## src/rtl/fpa_pkg.sv

```systemverilog
// Shared types, constants and helpers of the fixed-point arithmetic unit.
// No dependencies.
`default_nettype none

package fpa_pkg;

  localparam int unsigned DataWidthDef = 32;
  localparam int unsigned MaxFrac      = 16;
  localparam logic [4:0]  FracReset    = 5'd14;

  // Operation codes carried in the input tuser.
  typedef enum logic [4:0] {
    OP_OFINT    = 5'd0,
    OP_TRUNC    = 5'd1,
    OP_ROUND    = 5'd2,
    OP_REFORMAT = 5'd3,
    OP_ADD      = 5'd4,
    OP_SUB      = 5'd5,
    OP_NEG      = 5'd6,
    OP_MUL      = 5'd7,
    OP_DIV      = 5'd8,
    OP_INV      = 5'd9,
    OP_ADDI     = 5'd10,
    OP_SUBI     = 5'd11,
    OP_MULI     = 5'd12,
    OP_DIVI     = 5'd13,
    OP_INVI     = 5'd14,
    OP_ISUB     = 5'd15,
    OP_IDIV     = 5'd16,
    OP_IDIVI    = 5'd17
  } op_e;

  // Control that travels alongside the divider data.
  typedef struct packed {
    logic neg;  // quotient must be negated
    logic dz;   // divisor was zero
  } ctl_t;

  // Fraction sizes above the supported maximum saturate.
  function automatic logic [4:0] clamp_frac(logic [4:0] v);
    return (v > 5'(MaxFrac)) ? 5'(MaxFrac) : v;
  endfunction

endpackage

`default_nettype wire

```

## src/rtl/fpa_front.sv

```systemverilog
// Front end: operand capture with the multiplier, operation decode into a
// dividend and divisor, then conversion to magnitudes. Uses fpa_pkg.
`default_nettype none

module fpa_front #(
  parameter int unsigned DATA_WIDTH = fpa_pkg::DataWidthDef
) (
  input  wire                                         clk_i,
  input  wire                                         rst_ni,
  input  wire                                         en_i,
  input  wire                                         valid_i,
  input  wire  [4:0]                                  op_i,
  input  wire  [31:0]                                 a_i,
  input  wire  [31:0]                                 b_i,
  input  wire  [4:0]                                  frac_i,
  input  wire  [4:0]                                  tfrac_i,
  output logic                                        valid_o,
  output logic [DATA_WIDTH+2*fpa_pkg::MaxFrac-1:0]    n_mag_o,
  output logic [DATA_WIDTH:0]                         d_mag_o,
  output fpa_pkg::ctl_t                               ctl_o
);

  localparam int unsigned NW  = DATA_WIDTH + 2 * fpa_pkg::MaxFrac;
  localparam int unsigned DVW = DATA_WIDTH + 1;

  // Stage 1: operands cut to the data width, product formed.
  logic signed [DATA_WIDTH-1:0]   a_in, b_in;
  logic signed [2*DATA_WIDTH-1:0] prod_d;
  logic                           v1_q;
  fpa_pkg::op_e                   op1_q;
  logic signed [DATA_WIDTH-1:0]   a1_q, b1_q;
  logic [4:0]                     q1_q, t1_q;
  logic signed [2*DATA_WIDTH-1:0] prod1_q;

  assign a_in   = a_i[DATA_WIDTH-1:0];
  assign b_in   = b_i[DATA_WIDTH-1:0];
  assign prod_d = a_in * b_in;

  always_ff @(posedge clk_i or negedge rst_ni) begin
    if (!rst_ni) begin
      v1_q <= 1'b0;
    end else if (en_i) begin
      v1_q <= valid_i;
    end
  end

  always_ff @(posedge clk_i) begin
    if (en_i) begin
      op1_q   <= fpa_pkg::op_e'(op_i);
      a1_q    <= a_in;
      b1_q    <= b_in;
      q1_q    <= fpa_pkg::clamp_frac(frac_i);
      t1_q    <= fpa_pkg::clamp_frac(tfrac_i);
      prod1_q <= prod_d;
    end
  end

  // Stage 2: dividend and divisor chosen by the operation.
  logic signed [NW-1:0] ae, be, pe, fe, half, n2_d;
  logic [5:0]           q2;
  logic [DVW-1:0]       ax, bx, amag, bmag, fmag, dmag_d;
  logic                 dneg_d, dz_d;
  logic                 v2_q;
  logic signed [NW-1:0] n2_q;
  logic [DVW-1:0]       dmag2_q;
  logic                 dneg2_q, dz2_q;

  always_comb begin
    ae     = NW'(a1_q);
    be     = NW'(b1_q);
    pe     = NW'(prod1_q);
    q2     = {q1_q, 1'b0};
    fe     = NW'(1) << q1_q;
    half   = fe >>> 1;
    ax     = DVW'(a1_q);
    bx     = DVW'(b1_q);
    amag   = a1_q[DATA_WIDTH-1] ? DVW'(0) - ax : ax;
    bmag   = b1_q[DATA_WIDTH-1] ? DVW'(0) - bx : bx;
    fmag   = DVW'(1) << q1_q;
    n2_d   = '0;
    dmag_d = DVW'(1);
    dneg_d = 1'b0;
    dz_d   = 1'b0;
    unique case (op1_q) inside
      fpa_pkg::OP_OFINT: n2_d = ae <<< q1_q;
      fpa_pkg::OP_TRUNC: begin
        n2_d   = ae;
        dmag_d = fmag;
      end
      fpa_pkg::OP_ROUND: begin
        n2_d   = a1_q[DATA_WIDTH-1] ? ae - half : ae + half;
        dmag_d = fmag;
      end
      fpa_pkg::OP_REFORMAT: begin
        n2_d   = ae <<< t1_q;
        dmag_d = fmag;
      end
      fpa_pkg::OP_ADD:  n2_d = ae + be;
      fpa_pkg::OP_SUB:  n2_d = ae - be;
      fpa_pkg::OP_NEG:  n2_d = NW'(0) - ae;
      fpa_pkg::OP_MUL: begin
        n2_d   = pe;
        dmag_d = fmag;
      end
      fpa_pkg::OP_DIV, fpa_pkg::OP_IDIVI: begin
        n2_d   = ae <<< q1_q;
        dmag_d = bmag;
        dneg_d = b1_q[DATA_WIDTH-1];
        dz_d   = (b1_q == '0);
      end
      fpa_pkg::OP_INV: begin
        n2_d   = NW'(1) << q2;
        dmag_d = amag;
        dneg_d = a1_q[DATA_WIDTH-1];
        dz_d   = (a1_q == '0);
      end
      fpa_pkg::OP_ADDI: n2_d = ae + (be <<< q1_q);
      fpa_pkg::OP_SUBI: n2_d = ae - (be <<< q1_q);
      fpa_pkg::OP_MULI: n2_d = pe;
      fpa_pkg::OP_DIVI: begin
        n2_d   = ae;
        dmag_d = bmag;
        dneg_d = b1_q[DATA_WIDTH-1];
        dz_d   = (b1_q == '0);
      end
      fpa_pkg::OP_INVI: begin
        n2_d   = fe;
        dmag_d = amag;
        dneg_d = a1_q[DATA_WIDTH-1];
        dz_d   = (a1_q == '0);
      end
      fpa_pkg::OP_ISUB: n2_d = (ae <<< q1_q) - be;
      fpa_pkg::OP_IDIV: begin
        n2_d   = ae <<< q2;
        dmag_d = bmag;
        dneg_d = b1_q[DATA_WIDTH-1];
        dz_d   = (b1_q == '0);
      end
      default: n2_d = '0;
    endcase
  end

  always_ff @(posedge clk_i or negedge rst_ni) begin
    if (!rst_ni) begin
      v2_q <= 1'b0;
    end else if (en_i) begin
      v2_q <= v1_q;
    end
  end

  always_ff @(posedge clk_i) begin
    if (en_i) begin
      n2_q    <= n2_d;
      dmag2_q <= dmag_d;
      dneg2_q <= dneg_d;
      dz2_q   <= dz_d;
    end
  end

  // Stage 3: dividend magnitude and quotient sign.
  logic          v3_q;
  logic [NW-1:0] nmag3_q;
  logic [DVW-1:0] dmag3_q;
  fpa_pkg::ctl_t ctl3_q;

  always_ff @(posedge clk_i or negedge rst_ni) begin
    if (!rst_ni) begin
      v3_q <= 1'b0;
    end else if (en_i) begin
      v3_q <= v2_q;
    end
  end

  always_ff @(posedge clk_i) begin
    if (en_i) begin
      nmag3_q    <= n2_q[NW-1] ? NW'(0) - NW'(n2_q) : NW'(n2_q);
      dmag3_q    <= dmag2_q;
      ctl3_q.neg <= n2_q[NW-1] ^ dneg2_q;
      ctl3_q.dz  <= dz2_q;
    end
  end

  assign valid_o = v3_q;
  assign n_mag_o = nmag3_q;
  assign d_mag_o = dmag3_q;
  assign ctl_o   = ctl3_q;

endmodule

`default_nettype wire

```

## config.mk

```make
export PLATFORM = sky130hd
export DESIGN_NAME = fpa_front
export DESIGN_NICKNAME = d
export VERILOG_FILES = /design/src/rtl/fpa_pkg.sv /design/src/rtl/fpa_front.sv
export SDC_FILE = /design/constraint.sdc
export NUM_CORES = 2
export LEC_CHECK = 0
export BUFFER_PORTS_ARGS = -buffer_cell sky130_fd_sc_hd__buf_2
export CAP_MARGIN = 20
export CORE_AREA = 2 2 370 372
export CTS_CLUSTER_SIZE = 14
export DETAILED_ROUTE_END_ITERATION = 8
export DIE_AREA = 0 0 372 374
export MAX_ROUTING_LAYER = met4
export PLACE_DENSITY = 0.81
export SLEW_MARGIN = 10
export SYNTH_ARGS = -nofsm -noshare
export SYNTH_HDL_FRONTEND = slang
export SYNTH_SLANG_ARGS = --single-unit
```

## constraint.sdc

```tcl
create_clock -name clk_i -period 6.9 [get_ports clk_i]
set_input_delay 1.38 -clock clk_i [delete_from_list [all_inputs] [get_ports clk_i]]
set_output_delay 1.38 -clock clk_i [all_outputs]
set_load 0.05 [all_outputs]
```

**After elaboration in Yosys (flattened, before gate mapping)**

Index checks and enable logic that the tools add are counted.

- Input bits: 83
- Register bits: 344
- Logic and storage cells: 74
- Output and inout bits: 100

- Eq/ne operators: 17
- Reduce and logical (&&, ||, !) cells: 9
- $mul: 1
- Bitwise gates (word level): 1
- $add $sub $neg: 11
- Shifts and indexed selects: 7
- Magnitude comparators: 2
- Mux-type cells: 8

Operators by type and width:

| operator | number |
|---|---|
| 64-bit one-hot mux with 14 select lines | 1 |
| 32-bit by 5-bit <<< shifter with 64-bit output | 3 |
| 33-bit one-hot mux with 3 select lines | 1 |
| 1-bit by 32-bit subtractor with 33-bit output (first input constant) | 3 |
| 33-bit 2-to-1 mux | 2 |
| 32-bit by 63-bit adder with 64-bit output | 1 |
| 32-bit by 64-bit adder with 64-bit output | 1 |
| 32-bit logical NOT | 2 |
| 32-bit by 32-bit multiplier with 64-bit output | 1 |
| 64-bit 2-to-1 mux | 1 |
| 1-bit by 5-bit << shifter with 64-bit output (first input constant) | 1 |
| 1-bit by 6-bit << shifter with 64-bit output (first input constant) | 1 |
| 32-bit by 6-bit <<< shifter with 64-bit output | 1 |
| 1-bit by 64-bit subtractor with 64-bit output (first input constant) | 1 |
| 32-bit by 63-bit subtractor with 64-bit output | 1 |
| 32-bit by 64-bit subtractor with 64-bit output | 1 |
| 64-bit by 32-bit subtractor with 64-bit output | 1 |
| 63-bit 2-to-1 mux | 1 |
| 5-bit by 4-bit == test with 1-bit output (second input constant) | 8 |
| 32-bit by 32-bit adder with 33-bit output | 1 |
| 1-bit by 5-bit << shifter with 33-bit output (first input constant) | 1 |
| 32-bit by 32-bit subtractor with 33-bit output | 1 |
| 5-bit by 3-bit == test with 1-bit output (second input constant) | 4 |
| 5-bit by 2-bit == test with 1-bit output (second input constant) | 2 |
| 9 further kinds | 15 |

**Depth between registers and ports, before layout**

- Depth in word-level cells: 4
- Depth in mapped cells: 32
- Depth with buffers taken out: 27

**Worst setup path after synthesis**

Ideal clock, no wire load.

- Path type: input to register
- From: input a_i[31]
- To: register prod1_q[61], in the netlist pe[61], data pin
- Stages: 25
- Slack: -1.910 ns
- Library setup time: 0.259 ns
- Buffers on the path: 1
- Required time: 6.641 ns
- Arrival time: 8.551 ns
- Cells stage by stage: clkbuf_1 -> nand2_1 -> inv_1 -> fa_1 -> fa_1 -> inv_1 -> fa_1 -> inv_1 -> fa_1 -> inv_1 -> fa_1 -> inv_1 -> fa_1 -> inv_1 -> fa_1 -> inv_1 -> fa_1 -> ha_1 -> a21o_1 -> a21o_1 -> a21oi_1 -> nand3_1 -> o21ai_0 -> nor3_1 -> a211o_1

- Cells in the longest elaborated chain, start to end: 1

RTL lines:

| what | line | text |
|---|---|---|
| start, declared | fpa_front.sv:13 | `input wire [31:0] a_i,` |
| 32-bit by 32-bit multiplier with 64-bit output | fpa_front.sv:37 | `assign prod_d = a_in * b_in;` |
| net prod_d[61] | fpa_front.sv:28 | `logic signed [2*DATA_WIDTH-1:0] prod_d;` |
| end signal, assigned | fpa_front.sv:54 | `prod1_q <= prod_d;` |
| end, declared | fpa_front.sv:33 | `logic signed [2*DATA_WIDTH-1:0] prod1_q;` |

The timed path passes the listed nets, and every way through them passes these cells.
A chain may end at the register's enable or synchronous reset.

**Final worst setup path**

- From: input b_i[15]
- To: register prod1_q[60], in the netlist pe[60], data pin

- Cells in the longest elaborated chain, start to end: 1

RTL lines:

| what | line | text |
|---|---|---|
| start, declared | fpa_front.sv:14 | `input wire [31:0] b_i,` |
| 32-bit by 32-bit multiplier with 64-bit output | fpa_front.sv:37 |  |
| net prod_d[60] | fpa_front.sv:28 |  |

The timed path passes the listed nets, and every way through them passes these cells.

==> results.py <==
metrics = {
    "timing": {
        "fin_skew_ns": 0.0780,
        "drv_slew": 0,
        "fin_ws_ns": -1.31,
        "slew_headroom_pct": 13.8,
        "tightest_slew_ns": 1.29,
        "setup-violations-final": 47,
        "finalCritPeriodShare_pct": 119,
        "hold_viol_final": 0,
        "rsz0062_at_grt": "true",
        "fmax_mhz": 122,
        "min_period_ns": 8.21,
        "tns_ns": -45.37,
    },
    "run": {
        "maxCapViolations": 0,
    },
    "setup_path": {
        "timing.rr.start": "q1_q[2]",
        "critical_path_class": "input pin to flip-flop",
        "crit_top_cell": "fa_1",
        "crit_arrival_ns": 8.54,
        "crit_slowest_cell": "fa_1",
        "critPathCaptureType": "flip-flop",
        "slowest_delay_ns": 0.58,
        "crit_required_ns": 7.24,
        "cp_max_fo": 18,
        "crit_start": "b_i[15]",
        "start_kind": "input pin",
    },
    "clocking": {
        "clock_path_buffers": 3,
        "root_buffer": "clkbuf_16",
        "cts_tree": "done",
        "cts_made_buffers": 41,
        "clk_pin_slew_ns": 0.06,
        "clock_latency_ns": 0.66,
        "cts_sinks": 344,
        "cts_max_level": 2,
    },
    "placed_design": {
        "place_area_sq_mm": 0.0855,
        "io_buffers": 182,
        "place_congestion": 1.12,
        "place.detailed.hpwl_microns": 270000,
    },
    "route": {
        "drc": 0,
        "firstDrtPassIters": 9,
        "ant_nets": 0,
        "vias_per_cell": 6.58,
        "dr.first_iter.drc_count": 9338,
        "routed_wl_microns": 346000,
        "vias": 73800,
        "routedWlPerCell_microns": 30.8,
    },
    "global_route": {
        "grtUsageTotal_pct": 49.4,
        "grt_pass1_vias": 75600,
        "antenna_found_initial": 35,
        "grt_max_degree": 155,
        "grt_remaining_overflow": 0,
        "grt_pass1_wl_microns": 491000,
    },
    "logic_synthesis": {
        "synthTopCellsByCount": "inv_1, fa_1, nand2_1",
        "ys_seq_area_share_pct": 14.0,
        "synth.most_common_cell": "inv_1",
        "ys_async_sr_fraction_pct": 0.872,
        "yosys.area.top_type": "fa_1",
        "yosys_warnings": 0,
        "syn_inst": 8331,
        "avgSynthCellArea_sq_um": 8.87,
        "syn-num-nets": 9885,
        "synthesis.area_sq_mm": 0.0739,
        "ys_types": 94,
        "synth_top_area_share_pct": 29.4,
        "synth_seq_cells": 344,
        "synth_top_flop_cell": "edfxtp_1",
        "synth_edf_count": 341,
        "synthTopCellsByArea": "fa_1, edfxtp_1, ha_1, inv_1, nand2_1",
    },
    "floorplan": {
        "start_util_pct": 54.8,
        "core_sq_mm": 0.135,
        "io_pins": 183,
        "die_y_microns": 374,
        "rows": 135,
        "die-area_sq_mm": 0.139,
        "dieWidth_microns": 372,
    },
    "finish": {
        "layout-area-overhead-vs-synth_pct": 22.4,
        "fin_area_sq_mm": 0.0904,
        "final_util_pct": 67.0,
        "regArea_sq_mm": 0.0103,
        "nNetsFinal": 10900,
        "nFillCells": 10100,
        "drive_above_1_share_pct": 23.1,
        "multi_input_area_sq_mm": 0.0596,
    },
    "outcome": {
        "status": "finished, violations left",
        "violations": "setup timing",
    },
    "worst_hold_path": {
        "holdCritPathClass": "flip-flop to flip-flop",
        "worstHoldStart": "dmag2_q[4]",
    },
}
-- final cells by class --
| class | instances | area share, % |
|---|---|---|
| clock inverter | 25 | 0.344 |
| sequential | 344 | 11.4 |
| tap | 1781 | 2.46 |
| clock buffer | 49 | 1.19 |
| multi-input combinational | 6337 | 65.9 |
| antenna | 43 | 0.119 |
| timing repair buffer | 1538 | 14.0 |
| inverter | 1097 | 4.56 |
-- critical path, delay by kind of cell --
kind / cells / cell delay [ns]
adders and majority gates: 9 / 4.52
and+or+nand+nor: 5 / 0.84
xor gates and xnor gates: 1 / 0.13
AOI/OAI and AO/OA: 5 / 0.95
buffers and inverters: 5 / 0.67
-- sequential cells by signal (all words and copies together) (netlist names) --
name     count
d_mag_o     33
v1_q         1
dz2_q        1
n2_q        64
q1_q         5
pe          64
v2_q         1
n_mag_o     64
b1_q        32
dneg2_q      1
dmag2_q     33
ctl_o        2
op1_q        5
t1_q         5
valid_o      1
a1_q        32
-- per-stage QoR --
stage | instances | setup WS, ns | hold WS (ns)
final | 11200 | -1.31 | 0.415
after global routing | 11200 | -1.44 | 0.419
after CTS | 11100 | -1.04 | 0.414
after detailed placement | 11000 | -2.08 | 0.405
after global placement | 11000 | -1.95 | 0.401
after floorplan | 8331 | -1.28 | 0.400
-- final timing paths --
path	end	slack [ns]	depth (start not counted)
max	pe[60]	-1.31	25
min	d_mag_o[4]	0.41	0
max reg2reg	n2_q[62]	-0.01	26
min reg2reg	d_mag_o[4]	0.41	0
max in group asynchronous	valid_o	6.23	1
min in group asynchronous	v1_q	0.55	1
-- cell usage in the layout, fill, tap and decap left out, types with 47 or more instances in the layout --
cell type / n
ha_1: 340
or3_1: 50
nand2_1: 899
inv_1: 1058
o21bai_1: 50
nand3_1: 114
buf_12: 68
nor2_1: 360
nor3_1: 105
a21o_1: 147
nand2b_1: 60
o21ai_0: 357
edfxtp_1: 341
mux4_2: 81
and2_1: 508
xor2_1: 107
a31oi_1: 65
nand4_1: 61
fa_1: 1016
fa_2: 70
mux2i_1: 178
a21oi_1: 360
clkbuf_16: 47
buf_4: 1215
xnor2_1: 277
buf_2: 135
o31ai_1: 47
buf_6: 94
-- logic make-up (layout without fill, tap and decap cells) --
kind of cell	Yosys count	after routing	synth area share, %
AO/OA/AOI/OAI	1680	1680	14.8
XOR/XNOR	401	401	4.75
adder cells (fa/ha/maj)	1471	1471	35.9
buffers and inverters	1650	2709	8.53
flip-flops	344	344	14.0
multiplexers	309	309	5.63
other	0	43	0
AND/OR/NAND/NOR	2476	2476	16.4
-- timing repair --
action                                  CTS  global route
setup buffers                            41            51
resized for setup                       292           328
endpoints found under the setup margin   68            75
pin swaps                               133           158
hold buffers                              0             0
cloned                                    6             5
-- metal layers --
metal	wire length [microns]	up-vias	part of all wire (%)	global-route usage (%)
met2	152000	5813	44	74.8
met5	0	-	0	-
met4	33800	0	9.8	34.7
li1	-	30100	-	-
met1	117000	35900	34	57.3
met3	42400	1980	12	12.7
Power is left out: the tool's default activity adds up to more than one toggle a clock period on the data nets, which glitch-free logic cannot reach.
